--- config.mk ---
export PLATFORM = sky130hd
export DESIGN_NAME = circular_reveal_dither_mask
export DESIGN_NICKNAME = d
export VERILOG_FILES = /design/src/design/crdm_pkg.sv /design/src/design/crdm_lane.sv /design/src/design/circular_reveal_dither_mask.sv
export SDC_FILE = /design/constraint.sdc
export NUM_CORES = 2
export LEC_CHECK = 0
export ABC_AREA = 1
export BUFFER_PORTS_ARGS = -buffer_cell sky130_fd_sc_hd__buf_2
export CORE_ASPECT_RATIO = 0.75
export CORE_UTILIZATION = 45
export DETAILED_ROUTE_END_ITERATION = 10
export SKIP_CTS_REPAIR_TIMING = 1
export SLEW_MARGIN = 20
export SYNTH_ARGS = -nofsm -noshare
export SYNTH_HDL_FRONTEND = slang
export SYNTH_SLANG_ARGS = --single-unit
--- constraint.sdc ---
create_clock -name clk -period 12.97 [get_ports clk]
set_input_delay 0 -clock clk [delete_from_list [all_inputs] [get_ports clk]]
set_output_delay 0 -clock clk [all_outputs]
set_load 0.005 [all_outputs]
--- src/design/crdm_pkg.sv ---
`default_nettype none
package crdm_pkg;

  // Shared circle geometry handed from the sequencer to every lane
  typedef struct packed {
    logic [16:0] rsq;
    logic [17:0] inner_sq;
    logic [17:0] fade_in_sq;
    logic [17:0] fade_out_sq;
    logic [15:0] dx_sq;
    logic        lit;
  } crdm_geom_t;

  localparam logic [8:0] RING_W = 9'd4;
  localparam logic [8:0] FADE_W = 9'd6;

  // 4x4 Bayer threshold by screen position
  function automatic logic [3:0] bayer_thr(input logic [1:0] row, input logic [1:0] col);
    logic [3:0] t;
    case ({row, col})
      4'h0: t = 4'd0;
      4'h1: t = 4'd8;
      4'h2: t = 4'd2;
      4'h3: t = 4'd10;
      4'h4: t = 4'd12;
      4'h5: t = 4'd4;
      4'h6: t = 4'd14;
      4'h7: t = 4'd6;
      4'h8: t = 4'd3;
      4'h9: t = 4'd11;
      4'hA: t = 4'd1;
      4'hB: t = 4'd9;
      4'hC: t = 4'd15;
      4'hD: t = 4'd7;
      4'hE: t = 4'd13;
      default: t = 4'd5;
    endcase
    return t;
  endfunction

endpackage
`default_nettype wire

--- src/design/crdm_lane.sv ---
`default_nettype none
module crdm_lane (
  input  logic                  clk,
  input  logic                  rst_n,
  input  logic                  start,
  input  crdm_pkg::crdm_geom_t  geom,
  input  logic signed [11:0]    dy,
  input  logic                  pix,
  input  logic [3:0]            thr,
  output logic                  done,
  output logic                  px_o
);
  import crdm_pkg::*;

  typedef enum logic [2:0] {L_IDLE, L_SQ, L_CLS, L_DIV, L_FIN} lane_state_t;

  lane_state_t  state_r;
  logic [21:0]  dy_sq_r;
  logic         outside_r;
  logic         full_r;
  logic [17:0]  rem_r;
  logic [17:0]  den_r;
  logic [3:0]   q_r;
  logic [1:0]   cnt_r;
  logic         done_r;
  logic         px_r;

  logic signed [23:0] dy_prod;
  logic [22:0]        d;
  logic               ring;
  logic               in_fade;
  logic               out_fade;
  logic [22:0]        diff_in;
  logic [22:0]        diff_out;
  logic [18:0]        rem2;
  logic [18:0]        sub;
  logic               ge;

  assign dy_prod  = dy * dy;
  assign d        = {7'd0, geom.dx_sq} + {1'b0, dy_sq_r};
  assign ring     = (d >= {5'd0, geom.inner_sq}) && (d <= {6'd0, geom.rsq});
  assign in_fade  = (d > {5'd0, geom.fade_in_sq}) && (d < {5'd0, geom.inner_sq});
  assign out_fade = (d > {6'd0, geom.rsq}) && (d < {5'd0, geom.fade_out_sq});
  assign diff_in  = d - {5'd0, geom.fade_in_sq};
  assign diff_out = {5'd0, geom.fade_out_sq} - d;
  assign rem2     = {rem_r, 1'b0};
  assign sub      = rem2 - {1'b0, den_r};
  assign ge       = rem2 >= {1'b0, den_r};

  // Square, classify, divide the fade position one quotient bit a cycle, decide
  always_ff @(posedge clk) begin
    done_r <= 1'b0;
    if (!rst_n) begin
      state_r <= L_IDLE;
      done_r  <= 1'b0;
    end else begin
      case (state_r)
        L_IDLE: begin
          if (start) state_r <= L_SQ;
        end
        L_SQ: begin
          dy_sq_r <= dy_prod[21:0];
          state_r <= L_CLS;
        end
        L_CLS: begin
          outside_r <= d > {6'd0, geom.rsq};
          full_r    <= geom.lit && ring;
          q_r       <= 4'd0;
          cnt_r     <= 2'd0;
          if (geom.lit && !ring && in_fade) begin
            rem_r   <= diff_in[17:0];
            den_r   <= geom.inner_sq - geom.fade_in_sq;
            state_r <= L_DIV;
          end else if (geom.lit && !ring && out_fade) begin
            rem_r   <= diff_out[17:0];
            den_r   <= geom.fade_out_sq - {1'b0, geom.rsq};
            state_r <= L_DIV;
          end else begin
            // run a zero divide so every lane finishes in step
            rem_r   <= 18'd0;
            den_r   <= 18'd1;
            state_r <= L_DIV;
          end
        end
        L_DIV: begin
          rem_r <= ge ? sub[17:0] : rem2[17:0];
          q_r   <= {q_r[2:0], ge};
          cnt_r <= cnt_r + 2'd1;
          if (cnt_r == 2'd3) state_r <= L_FIN;
        end
        L_FIN: begin
          if (full_r || (q_r > thr)) px_r <= 1'b1;
          else if (outside_r)         px_r <= 1'b0;
          else                        px_r <= pix;
          done_r  <= 1'b1;
          state_r <= L_IDLE;
        end
        default: state_r <= L_IDLE;
      endcase
    end
  end

  assign done = done_r;
  assign px_o = px_r;

endmodule
`default_nettype wire

--- src/design/circular_reveal_dither_mask.sv ---
`default_nettype none
// Timing is set by the column/page subtract loop, the 9-step root search and the lanes'
// fixed 4-step fade divide. A reveal of 256 or more skips the lanes and goes from idle
// straight to the done state, so the byte passes through unchanged.
// Throughput: one request at a time; the next is taken once the result is latched.
// Reset (rst_n low, synchronous) returns to idle and drops any pending result.
module circular_reveal_dither_mask #(
  parameter int LOGICAL_WIDTH  = 64,
  parameter int LOGICAL_HEIGHT = 128
) (
  input  logic       clk,
  input  logic       rst_n,
  input  logic       in_valid,
  output logic       in_stall,
  input  logic [7:0] in_pixels,
  input  logic [9:0] in_byte_index,
  input  logic [8:0] in_reveal,
  output logic       out_valid,
  input  logic       out_stall,
  output logic [7:0] out_pixels
);
  import crdm_pkg::*;

  localparam int         CORNER   = (LOGICAL_WIDTH - 1) * (LOGICAL_WIDTH - 1)
                                  + (LOGICAL_HEIGHT - 1) * (LOGICAL_HEIGHT - 1);
  localparam logic [16:0] CORNER_V = 17'(CORNER);
  localparam logic [9:0]  W_V      = 10'(LOGICAL_WIDTH);
  localparam logic [10:0] WM1      = 11'(LOGICAL_WIDTH - 1);
  localparam logic [11:0] HM1      = 12'(LOGICAL_HEIGHT - 1);

  typedef enum logic [3:0] {
    S_IDLE, S_DIV, S_MUL1, S_MUL2, S_ROOT, S_FIX, S_GEOM, S_LANE, S_DONE
  } state_t;

  state_t      state_r;
  logic [7:0]  pix_r;
  logic [9:0]  col_r;
  logic [6:0]  page_r;
  logic [7:0]  rev_r;
  logic        lit_r;
  logic [24:0] prod1_r;
  logic [16:0] rsq_r;
  logic [15:0] dx_sq_r;
  logic [8:0]  f_r;
  logic [3:0]  step_r;
  logic [8:0]  rad_r;
  crdm_geom_t  geom_r;
  logic        start_r;
  logic [7:0]  res_r;
  logic        out_valid_r;
  logic [7:0]  out_r;

  logic signed [10:0] dx;
  logic signed [21:0] dx_prod;
  logic [32:0]        prod2;
  logic [8:0]         trial;
  logic [17:0]        trial_sq;
  logic [17:0]        fsq;
  logic [17:0]        rad_sq;
  logic [8:0]         inner;
  logic [8:0]         fade_in;
  logic [9:0]         fade_out;
  logic [19:0]        fade_out_prod;
  logic [7:0]         lane_done;
  logic [7:0]         lane_px;

  assign dx            = $signed({2'b00, col_r[7:0], 1'b0}) - $signed(WM1);
  assign dx_prod       = dx * dx;
  assign prod2         = prod1_r * rev_r;
  assign trial         = f_r | (9'd1 << step_r);
  assign trial_sq      = trial * trial;
  assign fsq           = f_r * f_r;
  assign rad_sq        = rad_r * rad_r;
  assign inner         = (rad_r > RING_W) ? rad_r - RING_W : 9'd0;
  assign fade_in       = (inner > FADE_W) ? inner - FADE_W : 9'd0;
  assign fade_out      = {1'b0, rad_r} + {1'b0, FADE_W};
  assign fade_out_prod = fade_out * fade_out;

  // Sequencer: split the index, scale the radius, search the root, launch lanes
  always_ff @(posedge clk) begin
    start_r <= 1'b0;
    if (!rst_n) begin
      state_r     <= S_IDLE;
      start_r     <= 1'b0;
      out_valid_r <= 1'b0;
    end else begin
      if (out_valid_r && !out_stall) out_valid_r <= 1'b0;
      case (state_r)
        S_IDLE: begin
          if (in_valid) begin
            pix_r  <= in_pixels;
            res_r  <= in_pixels;
            col_r  <= in_byte_index;
            page_r <= 7'd0;
            rev_r  <= in_reveal[7:0];
            lit_r  <= |in_reveal[7:0];
            state_r <= in_reveal[8] ? S_DONE : S_DIV;
          end
        end
        S_DIV: begin
          if (col_r >= W_V) begin
            col_r  <= col_r - W_V;
            page_r <= page_r + 7'd1;
          end else begin
            state_r <= S_MUL1;
          end
        end
        S_MUL1: begin
          prod1_r <= CORNER_V * rev_r;
          dx_sq_r <= dx_prod[15:0];
          state_r <= S_MUL2;
        end
        S_MUL2: begin
          rsq_r   <= prod2[32:16];
          f_r     <= 9'd0;
          step_r  <= 4'd8;
          state_r <= S_ROOT;
        end
        S_ROOT: begin
          if (trial_sq <= {1'b0, rsq_r}) f_r <= trial;
          if (step_r == 4'd0) state_r <= S_FIX;
          else                step_r  <= step_r - 4'd1;
        end
        S_FIX: begin
          rad_r   <= (fsq < {1'b0, rsq_r}) ? f_r + 9'd1 : f_r;
          state_r <= S_GEOM;
        end
        S_GEOM: begin
          geom_r.rsq         <= rsq_r;
          geom_r.inner_sq    <= inner * inner;
          geom_r.fade_in_sq  <= fade_in * fade_in;
          geom_r.fade_out_sq <= fade_out_prod[17:0];
          geom_r.dx_sq       <= dx_sq_r;
          geom_r.lit         <= lit_r;
          start_r            <= 1'b1;
          state_r            <= S_LANE;
        end
        S_LANE: begin
          if (&lane_done) begin
            res_r   <= lane_px;
            state_r <= S_DONE;
          end
        end
        S_DONE: begin
          if (!out_valid_r || !out_stall) begin
            out_r       <= res_r;
            out_valid_r <= 1'b1;
            state_r     <= S_IDLE;
          end
        end
        default: state_r <= S_IDLE;
      endcase
    end
  end

  // One lane per pixel row of the page byte
  for (genvar i = 0; i < 8; i++) begin : g_lane
    logic [9:0]         row;
    logic signed [11:0] dy;
    assign row = {page_r, 3'(i)};
    assign dy  = $signed({1'b0, row, 1'b0}) - $signed(HM1);
    crdm_lane u_lane (
      .clk   (clk),
      .rst_n (rst_n),
      .start (start_r),
      .geom  (geom_r),
      .dy    (dy),
      .pix   (pix_r[i]),
      .thr   (bayer_thr(row[1:0], col_r[1:0])),
      .done  (lane_done[i]),
      .px_o  (lane_px[i])
    );
  end

  assign in_stall   = (state_r != S_IDLE);
  assign out_valid  = out_valid_r;
  assign out_pixels = out_r;

  a_col_in_range: assert property (@(posedge clk) disable iff (!rst_n)
    (state_r == S_MUL1) |-> (col_r < W_V))
    else $error("column not reduced below width");
  a_root_floor: assert property (@(posedge clk) disable iff (!rst_n)
    (state_r == S_ROOT) |-> (fsq <= {1'b0, rsq_r}))
    else $error("root estimate overshoots");
  a_radius_ceil: assert property (@(posedge clk) disable iff (!rst_n)
    (state_r == S_GEOM) |-> (rad_sq >= {1'b0, rsq_r}))
    else $error("radius below ceiling root");
  a_lanes_lockstep: assert property (@(posedge clk) disable iff (!rst_n)
    (lane_done != 8'h00) |-> (lane_done == 8'hFF))
    else $error("lanes finished out of step");
  a_pass_through: assert property (@(posedge clk) disable iff (!rst_n)
    (in_valid && !in_stall && in_reveal[8]) |=>
      (state_r == S_DONE) && (res_r == $past(in_pixels)))
    else $error("full reveal did not pass the byte");

endmodule
`default_nettype wire
; Yosys cells after proc, flatten, opt, wreduce, memory -nomap -nowiden
; Memory sizes are Yosys's and may differ from the RTL's. A register that Yosys moved wholly into a read port is not among the register bits.
; Index checks and enable logic that the tools add are counted.
[op_classes]
addsub = 58
multipliers = 16
n_lt_le_gt_ge = 69
eq_ne = 72
shifts = 1
mux = 132
bitwise_logic = 1
reduce_logical = 151
[op_table]
columns = op, n
row1 = 18-bit two-way mux, 40
row2 = 18-bit subtractor, 25
row3 = 23-bit by 18-bit < comparator with 1-bit output, 16
row4 = 18-bit case mux with 2 select lines, 8
row5 = 16-bit by 22-bit adder with 23-bit output, 8
row6 = 23-bit by 18-bit >= comparator with 1-bit output, 8
row7 = 23-bit by 17-bit greater-than comparator with 1-bit output, 8
row8 = 23-bit by 18-bit greater-than comparator with 1-bit output, 8
row9 = 23-bit by 17-bit <= comparator with 1-bit output, 8
row10 = 12-bit by 12-bit multiplier with 22-bit output, 8
row11 = 19-bit by 18-bit >= comparator with 1-bit output, 8
row12 = 3-bit case mux with 4 select lines, 8
row13 = "11-bit by 7-bit subtractor with 12-bit output, second input constant", 8
row14 = 2-bit AND reduction, 44
row15 = 9-bit by 9-bit multiplier with 18-bit output, 4
row16 = 4-bit case mux with 2 select lines, 9
row17 = 4-bit two-way mux, 15
row18 = 1-bit logical AND, 57
row19 = "3-bit by 2-bit equality test with 1-bit output, second input constant", 16
row20 = 9-bit two-way mux, 4
row21 = 4-bit case mux with 9 select lines, 1
row22 = 4-bit greater-than comparator, 8
row23 = "2-bit != test, second input constant", 16
row24 = 2-bit case mux with 2 select lines, 8
row25 = 47 further kinds, 157
[totals]
reg_bits = 789
romBits = 512
in_bits = 31
out_inout_bits = 10
word_cells = 610
memories = 8
[memory_table]
columns = name, words, word_bits, read_ports, rd_ports_with_merged_regs, write_ports, line
row1 = (name not given), 16, 4, 1, 1, 0, crdm_pkg.sv:20  ; case ({row, col})
row2 = (name not given), 16, 4, 1, 1, 0, crdm_pkg.sv:20
row3 = (name not given), 16, 4, 1, 1, 0, crdm_pkg.sv:20
row4 = (name not given), 16, 4, 1, 1, 0, crdm_pkg.sv:20
row5 = (name not given), 16, 4, 1, 1, 0, crdm_pkg.sv:20
row6 = (name not given), 16, 4, 1, 1, 0, crdm_pkg.sv:20
row7 = 2 more memories, --, --, --, --, --, --

; Longest topological paths before layout
[logic_depth]
ltp_word = 9
mapped_depth = 36
depth_no_buf = 36

; Cells and area by module
; A second synthesis with hierarchy kept.
[hier_totals]
hier_cells = 19504
area_unflattened_um2 = 147343.8
[by_module_without_submodules]
columns = module, instances, cells_each, area_each_um2, seq_area_each_um2
row1 = crdm_lane at g_lane[0].u_lane ..., 2, 2004, 14777.9, 2062.0
row2 = crdm_lane at g_lane[5].u_lane ..., 2, 2013, 14679.1, 2062.0
row3 = circular_reveal_dither_mask, 1, 3301, 28866.4, 6326.1
row4 = crdm_lane at g_lane[4].u_lane, 1, 2080, 15018.2, 2062.0
row5 = crdm_lane at g_lane[7].u_lane, 1, 2048, 15013.1, 2062.0
row6 = crdm_lane at g_lane[2].u_lane, 1, 2042, 14767.9, 2062.0
row7 = crdm_lane at g_lane[3].u_lane, 1, 1999, 14764.2, 2062.0

; Least setup slack after synthesis
; No wires, ideal clock.
[synth_path]
path_type = flip-flop to flip-flop
startpoint = register state_r[2]
endpoint = register geom_r[0] (netlist bit) (enable)
setup_ns = 0.720
t_arrival_ns = 8.189
required_time_ns = 12.250
slack_ns = 4.062
stages_incl_launch_ff = 5
n_path_buf = 0
synth_period_minus_slack_ns = 8.908
path_cell_list = dfxtp_1 > inv_1 > nor2_1 > inv_1 > nor4_1
[synth_via]
elab_chain_len = 2
[synth_lines]
columns = element, line
row1 = start: declaration, circular_reveal_dither_mask.sv:35  ; state_t state_r;
row2 = start signal: assignment, circular_reveal_dither_mask.sv:97  ; state_r <= in_reveal[8] ? S_DONE : S_DIV;
row3 = 4-bit by 3-bit equality test with 1-bit output, circular_reveal_dither_mask.sv:88  ; case (state_r)
row4 = 2-bit AND reduction (no source line), --
row5 = end: declaration, circular_reveal_dither_mask.sv:47  ; crdm_geom_t geom_r;
; No other way between the ends.
; A chain may end at the register's enable or synchronous reset.

; Worst setup path after layout
[layout_path]
startpoint = register page_r[3]
endpoint = register g_lane[2].u_lane.dy_sq_r[21] (data pin)
[layout_via]
elab_chain_len = 2
[layout_lines]
columns = element, line
row1 = start: declaration, circular_reveal_dither_mask.sv:38  ; logic [6:0] page_r;
row2 = start signal: assignment, circular_reveal_dither_mask.sv:103  ; page_r <= page_r + 7'd1;
row3 = 11-bit by 7-bit subtractor with 12-bit output, circular_reveal_dither_mask.sv:161  ; assign dy = $signed({1'b0, row, 1'b0}) - $signed(HM1);
row4 = 12-bit by 12-bit multiplier with 22-bit output, crdm_lane.sv:39  ; assign dy_prod = dy * dy;
row5 = via g_lane[2].u_lane.dy_prod[21], crdm_lane.sv:28  ; logic signed [23:0] dy_prod;
row6 = end signal: assignment, crdm_lane.sv:62  ; dy_sq_r <= dy_prod[21:0];
row7 = end: declaration, crdm_lane.sv:18  ; logic [21:0] dy_sq_r;
; The timed path passes the listed nets, and every way through them passes these cells.

==> flow_summary_export.csv <==
group,metric,value,unit
floorplanning,core_area,223000,µm²
final_layout,nFillCells,22000,
global_routing,grt_pass1_wl,560000,µm
timing,finalSetupTns,0,ns
synth,async_flop_share,0,
routing,first_iter_violations,10100,
global_routing,globalRouteOverflowTotal,0,
timing,finalHoldViolCount,0,
status,outcome,"finished clean",
timing,max_freq,115,MHz
global_routing,grt_pass1_vias,85300,
routing,wl_per_cell,23.6,µm
final_layout,stdcell_area,109000,µm²
synth,synthDistinctLibCells,81,
critical_path,crit_type,"register to register",
routing,drtAntennaViolNets,0,
synth,yosys-top-cells-area,"edfxtp_1 (21%), ha_1 (18%), fa_1 (14%), nand2_1 (10%), inv_1 (8.8%)",
clocking,root_buffer,"clkbuf_16",
worst_hold_path,holdPathStages,2,
global_routing,grt_antenna_before_repair,16,
critical_path,cp-start-kind,"register",
placement,dpl_cell_area,106000,µm²
synth,synthesis.instances,13000,
final_layout,drive_above_1_share,0.0444,
clocking,cts_sinks,742,
timing,setup_viol,0,
synth,yosysMostFrequentCell,"nand2_1",
floorplanning,start_util,0.454,
placement,gp_congestion,1.02,
global_routing,gr-usage-all-layers,0.333,
synth,yosys.area.top_type,"edfxtp_1",
global_routing,grt_max_degree,54,
final_layout,syn2layout_area_growth,7.94,%
clocking,clockBufferDepth,3,
synth,yosys_warnings,0,
routing,viasPerCell,5.60,
synth,avgSynthCellArea,7.80,µm²
routing,num_vias,90500,
synth,ys_seq_area_frac,0.216,
timing,rsz0062_at_grt,"no",
clocking,cts_buffers,88,
floorplanning,dieWidth,550,µm
final_layout,final_util,0.490,
timing,layout_min_cycle_time,8.69,ns
synth,synth_edf_count,700,
routing,drcViolationCount,0,
timing,fin_crit_sh,0.670,
synth,ys_ff_latch,742,
timing,maxSlewHeadroom,0.0909,
placement,io_buffers,40,
synth,syn-cell-area,101000,µm²
placement,dp_hpwl,311000,µm
worst_hold_path,min_path_type,"primary input to register",
flow_run,max_cap_viol_count,0,
final_layout,nNetsFinal,15300,
clocking,clk_pin_slew,0.06,ns
floorplanning,std_cell_rows,150,
timing,tightest_slew,1.36,ns
clocking,clock_latency,0.77,ns
timing,clock_skew,0.0516,ns
synth,synth_ff_type,"edfxtp_1",
routing,wl,382000,µm
synth,synth_top_area_frac,0.207,
floorplanning,die_height,413,µm
clocking,tritoncts,"yes",
critical_path,path_max_fanout,16,
clocking,htree_levels,3,
timing,drv_slew,0,
critical_path,worstPathArrival,9.18,ns
critical_path,required,13.45,ns
critical_path,ff2ff_path_depth,21,
synth,yosys-top-cells-count,"nand2_1 (2765), inv_1 (2378), ha_1 (1442)",
floorplanning,die-area,227000,µm²
routing,firstDrtPassIters,9,
floorplanning,ios,41,
critical_path,crit_path_end_kind,"register",
metrics by stage:
step           hold slack (ns)  cells  worst slack [ns]
2_1_floorplan           0.0989  13000              4.06
3_3_place_gp             0.192  16000              4.36
3_5_place_dp             0.195  16000              4.38
4_1_cts                 -0.626  16100              4.34
5_1_grt                 0.0126  16200              3.78
6_report                0.0134  16200              4.28
worst max-delay path, stage by stage (launching register included):
cell,delay [ns]
edfxtp_1,0.62
inv_1,0.66
ha_1,0.61
inv_1,0.26
nand2_1,0.12
nand2_1,0.36
inv_1,0.85
ha_1,0.49
inv_1,0.23
fa_1,0.58
inv_1,0.06
fa_1,0.48
fa_1,0.52
fa_1,0.60
fa_1,0.59
ha_1,0.57
nand2_1,0.12
nor2_1,0.15
nand3_1,0.10
o2111ai_1,0.16
a21oi_1,0.13
xor2_1,0.18
state kept, by name, indices dropped and copies added (netlist names), 9 cells and up:
register               count
g_lane.u_lane.q_r         32
prod1_r                   22
rsq_r                     15
geom_r                    81
g_lane.u_lane.state_r     24
f_r                        9
g_lane.u_lane.dy_sq_r    136
rad_r                      9
g_lane.u_lane.cnt_r       16
col_r                     10
g_lane.u_lane.rem_r      144
dx_sq_r                   14
g_lane.u_lane.den_r      144
cell type report:
type | count | area [µm²] | share of cell area
well taps | 2964 | 3710 | 0.0339
inverters | 2424 | 9110 | 0.0832
repair buffers | 243 | 1830 | 0.0167
flip-flops and latches | 742 | 21900 | 0.200
multi-input cells | 9620 | 69900 | 0.639
clock buffers | 110 | 2350 | 0.0214
diodes | 5 | 12.5 | 0.000114
clock inverters | 56 | 676 | 0.00617
layout by cell type (no fill, tap or decap), types with 433 or more instances in the layout:
cell type     n
fa_1        687
edfxtp_1    700
nand3_1     549
a21oi_1     926
o21ai_0     433
nand2_1    2765
ha_1       1442
xor2_1      462
nor2_1      979
inv_1      2375
metal layers:
| metal | vias to the layer above | part of all wire | GRT usage |
|---|---|---|---|
| met5 | - | 0.00015 | 0 |
| met3 | 533 | 0.098 | 0.0678 |
| met1 | 43600 | 0.47 | 0.496 |
| met4 | 10 | 0.030 | 0.0911 |
| li1 | 42500 | - | - |
| met2 | 3837 | 0.41 | 0.485 |
path summary, 6_finish.rpt:
kind                      from                      endpoint  slack (ns)
setup reg to reg     page_r[3]  g_lane[2].u_lane.dy_sq_r[21]        4.28
hold reg to reg       res_r[7]                 out_pixels[7]        0.42
hold / removal    in_pixels[0]                      pix_r[0]        0.01
setup / recovery     page_r[3]  g_lane[2].u_lane.dy_sq_r[21]        4.28
cells by family after synthesis:
group | share of synthesized area
mux | 0.000321
xor+xnor | 0.0627
buf+inv | 0.100
compound gates | 0.102
simple gates | 0.205
flops | 0.216
other cells | 0.0000741
fa+ha+maj | 0.314
Power is left out: the tool's default activity adds up to more than one toggle a clock period on the data nets, which glitch-free logic cannot reach.
